<file path="src/sv/tcbf_pkg.sv">
// Package for the Thai cluster boundary finder.
// Holds code point classes, cluster phase codes and the result push bundle.
// No dependencies.
`timescale 1ns / 1ps

package tcbf_pkg;

    localparam int unsigned CP_WIDTH = 21;

    localparam logic [CP_WIDTH-1:0] CP_CONS_LO    = 21'h000E01;
    localparam logic [CP_WIDTH-1:0] CP_CONS_HI    = 21'h000E2E;
    localparam logic [CP_WIDTH-1:0] CP_FOLLOW_LO  = 21'h000E30;
    localparam logic [CP_WIDTH-1:0] CP_FOLLOW_HI  = 21'h000E33;
    localparam logic [CP_WIDTH-1:0] CP_ABOVE_LO   = 21'h000E34;
    localparam logic [CP_WIDTH-1:0] CP_ABOVE_HI   = 21'h000E37;
    localparam logic [CP_WIDTH-1:0] CP_BELOW_LO   = 21'h000E38;
    localparam logic [CP_WIDTH-1:0] CP_BELOW_HI   = 21'h000E39;
    localparam logic [CP_WIDTH-1:0] CP_LEAD_LO    = 21'h000E40;
    localparam logic [CP_WIDTH-1:0] CP_LEAD_HI    = 21'h000E44;
    localparam logic [CP_WIDTH-1:0] CP_TONE_LO    = 21'h000E48;
    localparam logic [CP_WIDTH-1:0] CP_SIGN_HI    = 21'h000E4E;

    typedef enum logic [2:0] {
        CL_OTHER  = 3'd0,
        CL_LEAD   = 3'd1,
        CL_CONS   = 3'd2,
        CL_MARK   = 3'd3,
        CL_FOLLOW = 3'd4
    } t_cp_class;

    typedef enum logic [5:0] {
        PH_IDLE       = 6'b000001,
        PH_LEAD       = 6'b000010,
        PH_LEAD_C1    = 6'b000100,
        PH_LEAD_MARKS = 6'b001000,
        PH_CONS_C1    = 6'b010000,
        PH_CONS_MARKS = 6'b100000
    } t_phase;

    typedef struct packed {
        logic valid0;
        logic fin0;
        logic valid1;
        logic fin1;
    } t_push;

    typedef struct packed {
        logic out_valid;
        logic spill_valid;
    } t_buf_status;

    function automatic t_cp_class cp_class(input logic [CP_WIDTH-1:0] cp);
        t_cp_class cls;
        if (cp >= CP_LEAD_LO && cp <= CP_LEAD_HI) begin
            cls = CL_LEAD;
        end else if (cp >= CP_CONS_LO && cp <= CP_CONS_HI) begin
            cls = CL_CONS;
        end else if ((cp >= CP_TONE_LO && cp <= CP_SIGN_HI) ||
                     (cp >= CP_ABOVE_LO && cp <= CP_BELOW_HI)) begin
            cls = CL_MARK;
        end else if (cp >= CP_FOLLOW_LO && cp <= CP_FOLLOW_HI) begin
            cls = CL_FOLLOW;
        end else begin
            cls = CL_OTHER;
        end
        return cls;
    endfunction

endpackage

</file>
<file path="src/sv/thai_cluster_boundary_finder.sv">
// Top level of the Thai cluster boundary finder.
// Depends on tcbf_pkg, tcbf_utf8_decoder, tcbf_cluster_tracker, tcbf_out_buffer.
`timescale 1ns / 1ps

// The block takes one byte of UTF-8 text per cycle when ready and reports, as
// one item each, the byte offsets at which simplified Thai character clusters
// end; the boundary flagged final comes with the last byte of the text. A byte
// passes the input register, is decoded and classified when the input stage
// fires, and its boundaries pass the result register. One byte normally yields
// at most one boundary, and then the block sustains one byte per cycle while
// results are taken. A byte that yields two boundaries holds the second in a
// spill register, and the input stage waits until the result register passes
// it on. After the final byte, decoder and tracker state return to reset values.
module thai_cluster_boundary_finder #(
    parameter int unsigned POSITION_WIDTH = 24
) (
    input  logic                      i_clk,
    input  logic                      i_rst_n,
    input  logic                      i_text_valid,
    output logic                      o_text_ready,
    input  logic [7:0]                i_text_byte,
    input  logic                      i_end_of_text,
    output logic                      o_result_valid,
    input  logic                      i_result_ready,
    output logic [POSITION_WIDTH-1:0] o_boundary_position,
    output logic                      o_final_boundary
);
    import tcbf_pkg::*;

    logic                      r_in_valid;
    logic [7:0]                r_in_byte;
    logic                      r_in_last;
    logic                      fire;
    logic                      complete;
    logic [CP_WIDTH-1:0]       codepoint;
    t_push                     push;
    t_buf_status               buf_status;
    logic [POSITION_WIDTH-1:0] pos0;
    logic [POSITION_WIDTH-1:0] pos1;

    assign fire = r_in_valid && !buf_status.spill_valid &&
                  (!buf_status.out_valid || i_result_ready);
    assign o_text_ready = !r_in_valid || fire;

    always_ff @(posedge i_clk) begin
        if (!i_rst_n) begin
            r_in_valid <= 1'b0;
        end else if (o_text_ready) begin
            r_in_valid <= i_text_valid;
        end
    end

    always_ff @(posedge i_clk) begin
        if (o_text_ready && i_text_valid) begin
            r_in_byte <= i_text_byte;
            r_in_last <= i_end_of_text;
        end
    end

    tcbf_utf8_decoder u_decoder (
        .i_clk       (i_clk),
        .i_rst_n     (i_rst_n),
        .i_step      (fire),
        .i_byte      (r_in_byte),
        .i_last      (r_in_last),
        .o_complete  (complete),
        .o_codepoint (codepoint)
    );

    tcbf_cluster_tracker #(
        .POSITION_WIDTH (POSITION_WIDTH)
    ) u_tracker (
        .i_clk       (i_clk),
        .i_rst_n     (i_rst_n),
        .i_step      (fire),
        .i_complete  (complete),
        .i_codepoint (codepoint),
        .i_last      (r_in_last),
        .o_push      (push),
        .o_pos0      (pos0),
        .o_pos1      (pos1)
    );

    tcbf_out_buffer #(
        .POSITION_WIDTH (POSITION_WIDTH)
    ) u_out_buffer (
        .i_clk      (i_clk),
        .i_rst_n    (i_rst_n),
        .i_push     (push),
        .i_pos0     (pos0),
        .i_pos1     (pos1),
        .i_ready    (i_result_ready),
        .o_status   (buf_status),
        .o_valid    (o_result_valid),
        .o_position (o_boundary_position),
        .o_final    (o_final_boundary)
    );

    a_spill_needs_out: assert property (@(posedge i_clk) disable iff (!i_rst_n)
        buf_status.spill_valid |-> buf_status.out_valid)
        else $error("Spill register holds a boundary while the result register is empty.");

    a_second_needs_first: assert property (@(posedge i_clk) disable iff (!i_rst_n)
        push.valid1 |-> (push.valid0 && fire))
        else $error("Second boundary pushed without a first one.");

    a_second_spills: assert property (@(posedge i_clk) disable iff (!i_rst_n)
        push.valid1 |=> buf_status.spill_valid)
        else $error("Second boundary of an item was not kept.");

    a_last_has_final: assert property (@(posedge i_clk) disable iff (!i_rst_n)
        (fire && r_in_last) |-> (push.valid0 && (push.fin0 || push.fin1)))
        else $error("Final byte of the text produced no final boundary.");

endmodule

</file>
<file path="src/sv/tcbf_utf8_decoder.sv">
// UTF-8 decoder of the Thai cluster boundary finder: gathers one code point.
// Depends on tcbf_pkg.
`timescale 1ns / 1ps

module tcbf_utf8_decoder (
    input  logic                          i_clk,
    input  logic                          i_rst_n,
    input  logic                          i_step,
    input  logic [7:0]                    i_byte,
    input  logic                          i_last,
    output logic                          o_complete,
    output logic [tcbf_pkg::CP_WIDTH-1:0] o_codepoint
);
    import tcbf_pkg::*;

    logic [1:0]          r_pending, n_pending;
    logic [CP_WIDTH-1:0] r_partial, n_partial;

    always_comb begin
        n_pending   = r_pending;
        n_partial   = r_partial;
        o_complete  = 1'b0;
        o_codepoint = {{(CP_WIDTH-8){1'b0}}, i_byte};
        if (r_pending == 2'd0) begin
            if (i_byte[7] == 1'b0) begin
                o_complete = 1'b1;
            end else if (i_byte[7:5] == 3'b110) begin
                n_partial = {{(CP_WIDTH-5){1'b0}}, i_byte[4:0]};
                n_pending = 2'd1;
            end else if (i_byte[7:4] == 4'b1110) begin
                n_partial = {{(CP_WIDTH-4){1'b0}}, i_byte[3:0]};
                n_pending = 2'd2;
            end else if (i_byte[7:3] == 5'b11110) begin
                n_partial = {{(CP_WIDTH-3){1'b0}}, i_byte[2:0]};
                n_pending = 2'd3;
            end else begin
                o_complete = 1'b1;
            end
        end else begin
            n_partial = {r_partial[CP_WIDTH-7:0], i_byte[5:0]};
            n_pending = r_pending - 2'd1;
            if (r_pending == 2'd1) begin
                o_complete  = 1'b1;
                o_codepoint = n_partial;
            end
        end
    end

    always_ff @(posedge i_clk) begin
        if (!i_rst_n) begin
            r_pending <= 2'd0;
            r_partial <= '0;
        end else if (i_step) begin
            if (i_last) begin
                r_pending <= 2'd0;
                r_partial <= '0;
            end else begin
                r_pending <= n_pending;
                r_partial <= n_partial;
            end
        end
    end

endmodule

</file>
<file path="src/sv/tcbf_cluster_tracker.sv">
// Cluster tracker of the Thai cluster boundary finder: phase, byte count and
// the up to two boundaries caused by one byte. Depends on tcbf_pkg.
`timescale 1ns / 1ps

module tcbf_cluster_tracker #(
    parameter int unsigned POSITION_WIDTH = 24
) (
    input  logic                          i_clk,
    input  logic                          i_rst_n,
    input  logic                          i_step,
    input  logic                          i_complete,
    input  logic [tcbf_pkg::CP_WIDTH-1:0] i_codepoint,
    input  logic                          i_last,
    output tcbf_pkg::t_push               o_push,
    output logic [POSITION_WIDTH-1:0]     o_pos0,
    output logic [POSITION_WIDTH-1:0]     o_pos1
);
    import tcbf_pkg::*;

    t_phase                    r_phase, n_phase;
    logic [POSITION_WIDTH-1:0] r_seen, n_seen;
    logic [POSITION_WIDTH-1:0] r_open_end, n_open_end;

    t_cp_class cls;
    t_phase    join_phase;
    t_phase    start_phase;
    logic      in_cluster;
    logic      joins;
    logic      a_valid;
    logic      bc_valid;

    always_comb begin
        cls        = cp_class(i_codepoint);
        n_seen     = (&r_seen) ? r_seen : r_seen + 1'b1;
        in_cluster = 1'b1;
        joins      = 1'b0;
        join_phase = PH_IDLE;
        unique case (r_phase)
            PH_LEAD: begin
                joins      = (cls == CL_CONS);
                join_phase = PH_LEAD_C1;
            end
            PH_LEAD_C1: begin
                joins      = (cls == CL_CONS) || (cls == CL_MARK);
                join_phase = PH_LEAD_MARKS;
            end
            PH_LEAD_MARKS: begin
                joins      = (cls == CL_MARK);
                join_phase = PH_LEAD_MARKS;
            end
            PH_CONS_C1: begin
                joins      = (cls == CL_CONS) || (cls == CL_MARK) || (cls == CL_FOLLOW);
                join_phase = PH_CONS_MARKS;
            end
            PH_CONS_MARKS: begin
                joins      = (cls == CL_MARK) || (cls == CL_FOLLOW);
                join_phase = PH_CONS_MARKS;
            end
            default: begin
                in_cluster = 1'b0;
            end
        endcase

        case (cls)
            CL_LEAD: start_phase = PH_LEAD;
            CL_CONS: start_phase = PH_CONS_C1;
            default: start_phase = PH_IDLE;
        endcase

        a_valid    = 1'b0;
        bc_valid   = 1'b0;
        n_phase    = in_cluster ? r_phase : PH_IDLE;
        n_open_end = r_open_end;
        if (i_complete) begin
            n_open_end = n_seen;
            if (in_cluster && joins) begin
                n_phase = join_phase;
            end else begin
                a_valid = in_cluster;
                n_phase = start_phase;
            end
            bc_valid = (n_phase == PH_IDLE) || i_last;
        end else if (i_last) begin
            a_valid  = in_cluster;
            bc_valid = 1'b1;
        end

        o_push = '0;
        o_pos0 = n_seen;
        o_pos1 = n_seen;
        if (i_step) begin
            if (a_valid) begin
                o_pos0        = r_open_end;
                o_push.valid0 = 1'b1;
                o_push.fin0   = 1'b0;
                o_push.valid1 = bc_valid;
                o_push.fin1   = i_last;
            end else begin
                o_push.valid0 = bc_valid;
                o_push.fin0   = i_last;
            end
        end
    end

    always_ff @(posedge i_clk) begin
        if (!i_rst_n) begin
            r_phase    <= PH_IDLE;
            r_seen     <= '0;
            r_open_end <= '0;
        end else if (i_step) begin
            if (i_last) begin
                r_phase    <= PH_IDLE;
                r_seen     <= '0;
                r_open_end <= '0;
            end else begin
                r_phase    <= n_phase;
                r_seen     <= n_seen;
                r_open_end <= n_open_end;
            end
        end
    end

endmodule

</file>
<file path="src/sv/tcbf_out_buffer.sv">
// Result register of the Thai cluster boundary finder, with a second register
// for the other boundary when one byte closes two. Depends on tcbf_pkg.
`timescale 1ns / 1ps

module tcbf_out_buffer #(
    parameter int unsigned POSITION_WIDTH = 24
) (
    input  logic                      i_clk,
    input  logic                      i_rst_n,
    input  tcbf_pkg::t_push           i_push,
    input  logic [POSITION_WIDTH-1:0] i_pos0,
    input  logic [POSITION_WIDTH-1:0] i_pos1,
    input  logic                      i_ready,
    output tcbf_pkg::t_buf_status     o_status,
    output logic                      o_valid,
    output logic [POSITION_WIDTH-1:0] o_position,
    output logic                      o_final
);
    import tcbf_pkg::*;

    logic                      r_out_valid;
    logic [POSITION_WIDTH-1:0] r_out_pos;
    logic                      r_out_fin;
    logic                      r_spill_valid;
    logic [POSITION_WIDTH-1:0] r_spill_pos;
    logic                      r_spill_fin;
    logic                      pop;

    assign pop = r_out_valid && i_ready;

    always_ff @(posedge i_clk) begin
        if (!i_rst_n) begin
            r_out_valid   <= 1'b0;
            r_spill_valid <= 1'b0;
        end else if (r_spill_valid) begin
            if (pop) begin
                r_spill_valid <= 1'b0;
            end
        end else if (i_push.valid0) begin
            r_out_valid   <= 1'b1;
            r_spill_valid <= i_push.valid1;
        end else if (pop) begin
            r_out_valid <= 1'b0;
        end
    end

    always_ff @(posedge i_clk) begin
        if (r_spill_valid) begin
            if (pop) begin
                r_out_pos <= r_spill_pos;
                r_out_fin <= r_spill_fin;
            end
        end else if (i_push.valid0) begin
            r_out_pos   <= i_pos0;
            r_out_fin   <= i_push.fin0;
            r_spill_pos <= i_pos1;
            r_spill_fin <= i_push.fin1;
        end
    end

    assign o_status.out_valid   = r_out_valid;
    assign o_status.spill_valid = r_spill_valid;
    assign o_valid              = r_out_valid;
    assign o_position           = r_out_pos;
    assign o_final              = r_out_fin;

endmodule
</file>
<file path="config.mk">
export PLATFORM = sky130hd
export DESIGN_NAME = thai_cluster_boundary_finder
export DESIGN_NICKNAME = d
export VERILOG_FILES = /design/src/sv/tcbf_pkg.sv /design/src/sv/thai_cluster_boundary_finder.sv /design/src/sv/tcbf_utf8_decoder.sv /design/src/sv/tcbf_cluster_tracker.sv /design/src/sv/tcbf_out_buffer.sv
export SDC_FILE = /design/constraint.sdc
export NUM_CORES = 1
export LEC_CHECK = 0
export BUFFER_PORTS_ARGS = -buffer_cell sky130_fd_sc_hd__buf_2
export CAP_MARGIN = 5
export CORE_UTILIZATION = 60
export DETAILED_ROUTE_END_ITERATION = 8
export PLACE_DENSITY = 0.89
export SYNTH_ARGS = -nofsm -noshare
export SYNTH_HDL_FRONTEND = slang
export SYNTH_SLANG_ARGS = --single-unit
export TNS_END_PERCENT = 5
</file>
<file path="constraint.sdc">
create_clock -name i_clk -period 4.8 [get_ports i_clk]
set_input_delay 0.72 -clock i_clk [delete_from_list [all_inputs] [get_ports i_clk]]
set_output_delay 0.72 -clock i_clk [all_outputs]
set_load 0.01 [all_outputs]
</file>
==> impl_summary.md, run 1 <==
Status
The run finished with clean final reports.

Pwr
The worst vdd rail ir drop is 0.0002877 V. For this design the ratio of total power to cell area is 374.0 mW/mm2. Power comes to roughly 2.7 mW. The total leakage power is 2.323 nW.

Floorplanning
The floorplan step set the die height to 104.2 um. The chip width is ~100 um. The die covers 0.01086 mm2. The core outline area is 0.009955 mm2. The I/O pin total is 40. The initial core utilization is 62.96%. The initialized floorplan defines 36 standard-cell rows.

Final layout
The number of standard cells in the final layout excluding fillers is 804. The post-route netlist has 12.67% of its cells at a drive strength greater than 1. Fill cells in the final layout number 649. Relative to the synthesized area, the layout overhead comes to 13.14%. The final net count is 672.

The combined area of the multi-input logic cells is approximately 0.0028 mm2. The number of inserted diodes is 0. Across the whole layout, storage elements account for 0.003253 mm2.

Clocking
The TritonCTS buffer count is 17. Counting along the longest clock path gives a buffer depth of 2. The hold-fix buffer count after cts is 0.

The clock slew seen by the registers of the worst setup and hold paths is roughly 0.06 ns. TritonCTS built the clock tree. The post-CTS resize count is 0. The number of buffers inserted by post-CTS setup repair is 0. The cell sitting at the root of the clock tree is a clkbuf_8. The H-tree depth is 4. For this design, the sink count on the clock tree is about 130. The source-to-sink clock delay at the later pin of the worst-skew pair is 0.54 ns.

Placement
The sum of net half-perimeters after detailed placement is 9523 um. The post-placement setup slack is 1.234 ns. The routability-driven placement congestion ratio is 0.8983. Input and output buffers added on the ports amount to 39. The number of cells after detailed placement is 772.

Logic synthesis
The commonest cells after synthesis are nand2_1, dfxtp_1, edfxtp_1. The simple-gate portion of the synthesized area is 20.88%. Among all cell types in the netlist, the one instantiated most often is nand2_1. The most frequently used flop master after synthesis is dfxtp_1. By area, the combinational part of the netlist is dominated by simple AND/OR/NAND/NOR gates. In the synthesized netlist the async set-or-reset flop fraction comes to 0%. The xor-xnor portion of the synthesized cell area is under 10%. The synthesized area is 0.006267 mm2. After synthesis, the cell types taking the most area are edfxtp_1, dfxtp_1, nand2_1. The fraction of post-synthesis cell area in the top cell type by area is approximately 28%. After synthesis, the mean cell area works out to 9.932 um2. The number of storage elements in the synthesis netlist is 133.

The multiplexer share of the synthesized area is 4.232%. The post-synthesis share of cell area spent on full adders, half adders and majority gates is less than 1%. The count of yosys warnings during synthesis is 0. The count of different cell masters after synthesis is 57. The share of the Yosys chip area taken by registers is 51.91%. The number of nets produced by synthesis is 645. Counting flops with a built-in enable in the synthesized netlist gives between 50 and 60. Synthesis produced 631 cells. The synthesized netlist devotes between 10% and 20% of its cell area to compound gates. Of all cell types, the one taking the most synthesized area is edfxtp_1.

Detailed routing
In this run, the number of DRC markers left after iteration 0 of detailed routing was 622. The average wire per standard cell is about 19 um. The first detailed-routing pass took 5 iterations. In the routed layout, each cell is associated on average with a via count of 6.468.

The remaining number of nets flagged by the antenna check after routing is 0. For this block, the routed nets add up to 15230 um of wire. Summing over every cut layer, the via total after detailed routing is 5200. The number of remaining DRC errors is 0.

GRT
The global routing stage identified its most utilized layer as met2. The global-route usage over all layers is 29.36%. The largest net degree at the start of global routing is 65.

The number of global-route vias before repair is 4867. The initial antenna violation count was 0. For this run, global-route usage on met3 was measured as under 10%. The met1 routing resource usage after global routing is 37.36%. Global routing used 48.86% of the available met2 tracks.

The total overflow left after global routing is 0. The first global-routing pass estimated 24830 um of wire.

Flow run
Across the run, the number of max-cap violations was 0.

Worst hold path
The class of the tightest hold or removal check is input port to flop.

Critical path
The critical path start-end classification is flop to flop. The arrival time of the worst setup path is 3.84 ns. The worst setup path is launched from a flop. The worst path required time is 5.00 ns. STA classifies the critical path endpoint as a flop. The critical-path maximum fanout is 25.

Timing
Between clock sinks in the finished design, the worst skew comes to 0.01763 ns. The final critical path takes up 75.90% of the cycle. The sum of negative setup slack is 0 ns.

The worst max-slew margin expressed relative to the limit is 26.11%. For the pin with the worst max-slew slack, the measured transition is ~1.1 ns. The final hold violation count was 0. The highest achievable clock rate is between 0.2 and 0.3 GHz. The final number of setup-violating endpoints is 0. The worst path needs 3.643 ns of the cycle, external delays included.

On the final layout, the worst hold slack is 0.3556 ns. Setup repair after global routing left no endpoint under its margin. The max-slew violation count is 0. The final setup slack of the worst path is 1.157 ns.
state kept, by name, indices dropped and copies added, names as in the netlist, 2 cells and up:
signal,count
u_tracker.r_phase,6
u_decoder.r_partial,15
u_out_buffer.o_position,24
u_decoder.r_pending,2
u_tracker.r_open_end,24
u_tracker.r_seen,24
u_out_buffer.r_spill_pos,24
r_in_byte,8
worst max-delay path: stages (launching register included):
cell	delay (ns)
dfxtp_1	0.33
or4_1	0.56
or4_1	0.56
or3_1	0.43
mux2i_1	0.18
o311ai_1	0.22
o21ai_0	0.29
o211ai_1	0.22
o211ai_1	0.14
buf_4	0.35
power breakdown:
group          total [mW]  internal, mW  switching [mW]
sequential           1.25          1.22          0.0230
combinational       0.142        0.0436          0.0979
clock                1.26         0.758           0.504
total                2.65          2.03           0.625
area by class of cell:
type	instances	share of cell area, %
sequential	133	45.88
tap	133	2.347
clock buffer	19	6.088
clock inverter	13	2.047
timing repair buffer	46	3.494
multi-input combinational	454	39.83
inverter	6	0.3176
layout by cell type (no fill, tap or decap), drive strengths merged, types with 10 or more instances in the layout:
| cell type | instances |
|---|---|
| nor2 | 36 |
| buf | 46 |
| inv | 10 |
| o21ai | 32 |
| clkbuf | 19 |
| mux2i | 22 |
| edfxtp | 59 |
| nor3 | 15 |
| dfxtp | 74 |
| a22oi | 33 |
| a21oi | 18 |
| nand3 | 24 |
| nand2 | 78 |
| xnor2 | 20 |
| xor2 | 10 |
| nor2b | 44 |
| a21boi | 22 |
metrics by stage:
step / area [um2] / util (%)
after global placement: 6514 / 65.43
final: 7091 / 71.23
after CTS: 7091 / 71.23
after detailed placement: 6514 / 65.43
after floorplan: 6267 / -
after global routing: 7091 / 71.23
metal layers:
metal	up-vias	wire, um
met5	-	0
met3	45	1310
met4	0	363
met2	317	7454
met1	2485	6098
li1	2353	-
logic make-up after synthesis:
kind of cell | count (synthesis)
and+or+nand+nor | 257
AOI/OAI and AO/OA | 140
DFF | 133
buffers and inverters | 44
xor gates and xnor gates | 30
muxes | 26
adders and majority gates | 1
path summary, 6_finish.rpt:
check	start	endpoint	slack (ns)	depth (start not counted)
worst min-delay path	i_text_byte[4]	r_in_byte[4]	0.36	1
worst max-delay path	u_decoder.r_partial[7]	u_out_buffer.o_position[7]	1.16	9
worst min register to register	u_decoder.r_partial[13]	u_decoder.r_partial[13]	0.48	2
worst max register to register	u_decoder.r_partial[7]	u_out_buffer.o_position[7]	1.16	9
Note: power is estimated with default switching activity, not from simulation.
==> run 2: changes to the inputs <==
==> constraint.sdc (replaced) <==
create_clock -name i_clk -period 3.6 [get_ports i_clk]
set_input_delay 0.54 -clock i_clk [delete_from_list [all_inputs] [get_ports i_clk]]
set_output_delay 0.54 -clock i_clk [all_outputs]
set_load 0.01 [all_outputs]
==> impl_summary.md, run 2 (synthesis results as in run 1) <==
Status
The run finished with clean final reports.

Detailed routing
Summing over every cut layer, the via total after detailed routing is just over 5000. The final wirelength is 14820 um. The remaining number of nets flagged by the antenna check after routing is 0. After detailed routing, the average wire length per cell comes to about 18 um. The detailed router finished its first iteration with 393 violations. In the routed design, unresolved DRC markers number 0.

The via density per instance is around 6.4. The pre-antenna-repair detailed-routing pass consisted of 5 iterations.

Critical path
Tracing the worst setup path back leads to its startpoint at u_decoder.r_partial[7]. The count of cells along the worst register-to-register path is 9. Of all nets on the critical path, the largest fanout is 28.

The arrival time of the worst setup path is 3.77 ns. The critical path start-end classification is flop to flop. The worst path required time is 3.87 ns. STA classifies the critical path startpoint as a flop.

In this run the critical register-to-register path is captured at u_out_buffer.o_position[5]. The register-to-register setup slack is 0.1 ns. In this run the critical register-to-register path is launched from u_decoder.r_partial[7]. The kind of end point of the critical path is a flop. The capturing element of the worst setup path is u_out_buffer.o_position[5].

Final layout
The top cell types in the final layout, fill and taps aside, are nand2_1, dfxtp_1, edfxtp_1. From synthesis to final layout, the design area changed by 14.65%. At the end of the flow the core is filled with cells to approximately 72%. For this run, the post-layout net count is 675.

The share of cells above drive strength 1 is 13.80%. The number of inserted filler cells in the final layout is 685. The number of inserted diodes is 0. Leaving out fill and tap cells, the most frequent cell in the layout is nand2_1.

Pwr
The total leakage power is about 2.4 nW. The post-route total power is 3.554 mW. The power density of the placed cells is 494.6 mW/mm2. The worst vdd rail ir drop is 0.0003730 V.

Clocking
The H-tree was split into 4 levels. The clock slew seen by the registers of the worst setup and hold paths is 0.06 ns. The number of buffers inserted by post-CTS setup repair is 0. After clock tree synthesis, the repair step resized 0 gates.

TritonCTS built the clock tree. Buffers inserted to repair hold after CTS numbered 0. The TritonCTS buffer count is 17. The source-to-sink clock delay at the later pin of the worst-skew pair is 0.54 ns.

CTS placed an instance of clkbuf_8 at the clock tree root. The number of clock sinks is about 130. The clock passes through at most 2 buffers.

Timing
The final number of setup-violating endpoints is 0. The tightest hold margin is between 0.15 and 0.2 ns. The slew of the pin with the lowest slew margin is a little over 1 ns. The final hold violation count is 0. The final clock period utilization by the worst path is 97.26%.

Setup repair after global routing could not meet its margin everywhere. Summed over all failing endpoints, the final setup total negative slack is 0 ns. Counting I/O delays and the setup requirement, the final critical path takes 3.501 ns. Headroom to the max-slew limit came out at roughly a third.

For the final database, setup skew stands at 0.008439 ns. The highest achievable clock rate is 0.2856 GHz. The max-slew violation count is 0.

Placement
The congestion estimate from routability-driven global placement came to 0.9635. The sum of net half-perimeters after detailed placement is 9135 um. Buffers placed on the I/O ports in this run total 39.

GRT
Entering global routing, the biggest net connects 65 pins. The first global-routing pass estimated 24030 um of wire. The initial antenna violation count was 1.

Global routing used 28.20% of the available tracks. The number of global-route vias before repair is 4971. The total overflow left after global routing is 0.

Floorplanning
The region available for standard cell placement spans 0.009955 mm2. In this run the vertical extent of the chip is 104.2 um. The initial core utilization is approximately 63%. The I/O pin total is 40. The die covers 0.01086 mm2. The die is 104.2 um wide. The initialized floorplan defines 36 standard-cell rows.

Worst hold path
The class of the tightest hold or removal check is input port to flop.

Flow run
The reported max-cap violation count is 0.
## run 2: cell count changes in the layout (fill, tap and decap cells not counted), moves of 2 or more
cell	change
clkbuf_16	+2
inv_4	+2
clkinv_4	-2
buf_12	+3
## run 2: power breakdown
part / leakage (nW) / switching, mW / total, mW / internal, mW
clock: 0.290 / 0.670 / 1.69 / 1.02
sequential: 1.15 / 0.0301 / 1.66 / 1.63
combinational: 0.922 / 0.131 / 0.196 / 0.0656
total: 2.36 / 0.831 / 3.55 / 2.72
## run 2: worst max-delay path, cell delays in order, from the launching register on
cell	delay (ns)
dfxtp_1	0.33
or4_1	0.59
or4_1	0.55
or3_1	0.38
mux2i_1	0.21
o311ai_2	0.21
a211oi_4	0.31
buf_12	0.25
mux2i_1	0.28
o21ai_1	0.11
## run 2: per-stage QoR
stage	setup WS (ns)	instances	area, um2
after floorplan	0.01315	631	6279
after global placement	0.2827	775	6581
after detailed placement	0.1461	775	6581
after CTS	0.1168	807	7171
after global routing	-0.004932	807	7186
final	0.09855	807	7186
## run 2: area by class of cell
cell class                 count  area (um2)  share of cell area [%]
clock inverter                12       111.4                   1.550
sequential                   133        3253                   45.27
inverter                       6       22.52                  0.3134
multi-input combinational    454        2846                   39.61
clock buffer                  20       478.0                   6.652
tap                          133       166.4                   2.316
timing repair buffer          49       307.8                   4.283
## run 2: per-layer routing
metal	vias to the layer above	part of all wire [%]	GRT usage [%]
met3	41	7.2	6.704
met5	-	0	0
met2	272	50	47.29
met1	2466	40	34.04
met4	0	2.2	13.78
li1	2365	-	-
## run 2: how the worst min path moves through the flow
stage | startpoint | to | slack (ns) | cells past startpoint
detailed placement | u_tracker.r_open_end[17] | u_tracker.r_open_end[17] | 0.47 | 2
CTS | i_text_byte[3] | r_in_byte[3] | 0.16 | 1
finish | i_text_byte[1] | r_in_byte[1] | 0.18 | 1
global placement | u_tracker.r_open_end[19] | u_tracker.r_open_end[19] | 0.46 | 2
global route | i_text_byte[0] | r_in_byte[0] | 0.16 | 1
floorplan | u_tracker.r_open_end[17] | u_tracker.r_open_end[17] | 0.44 | 2
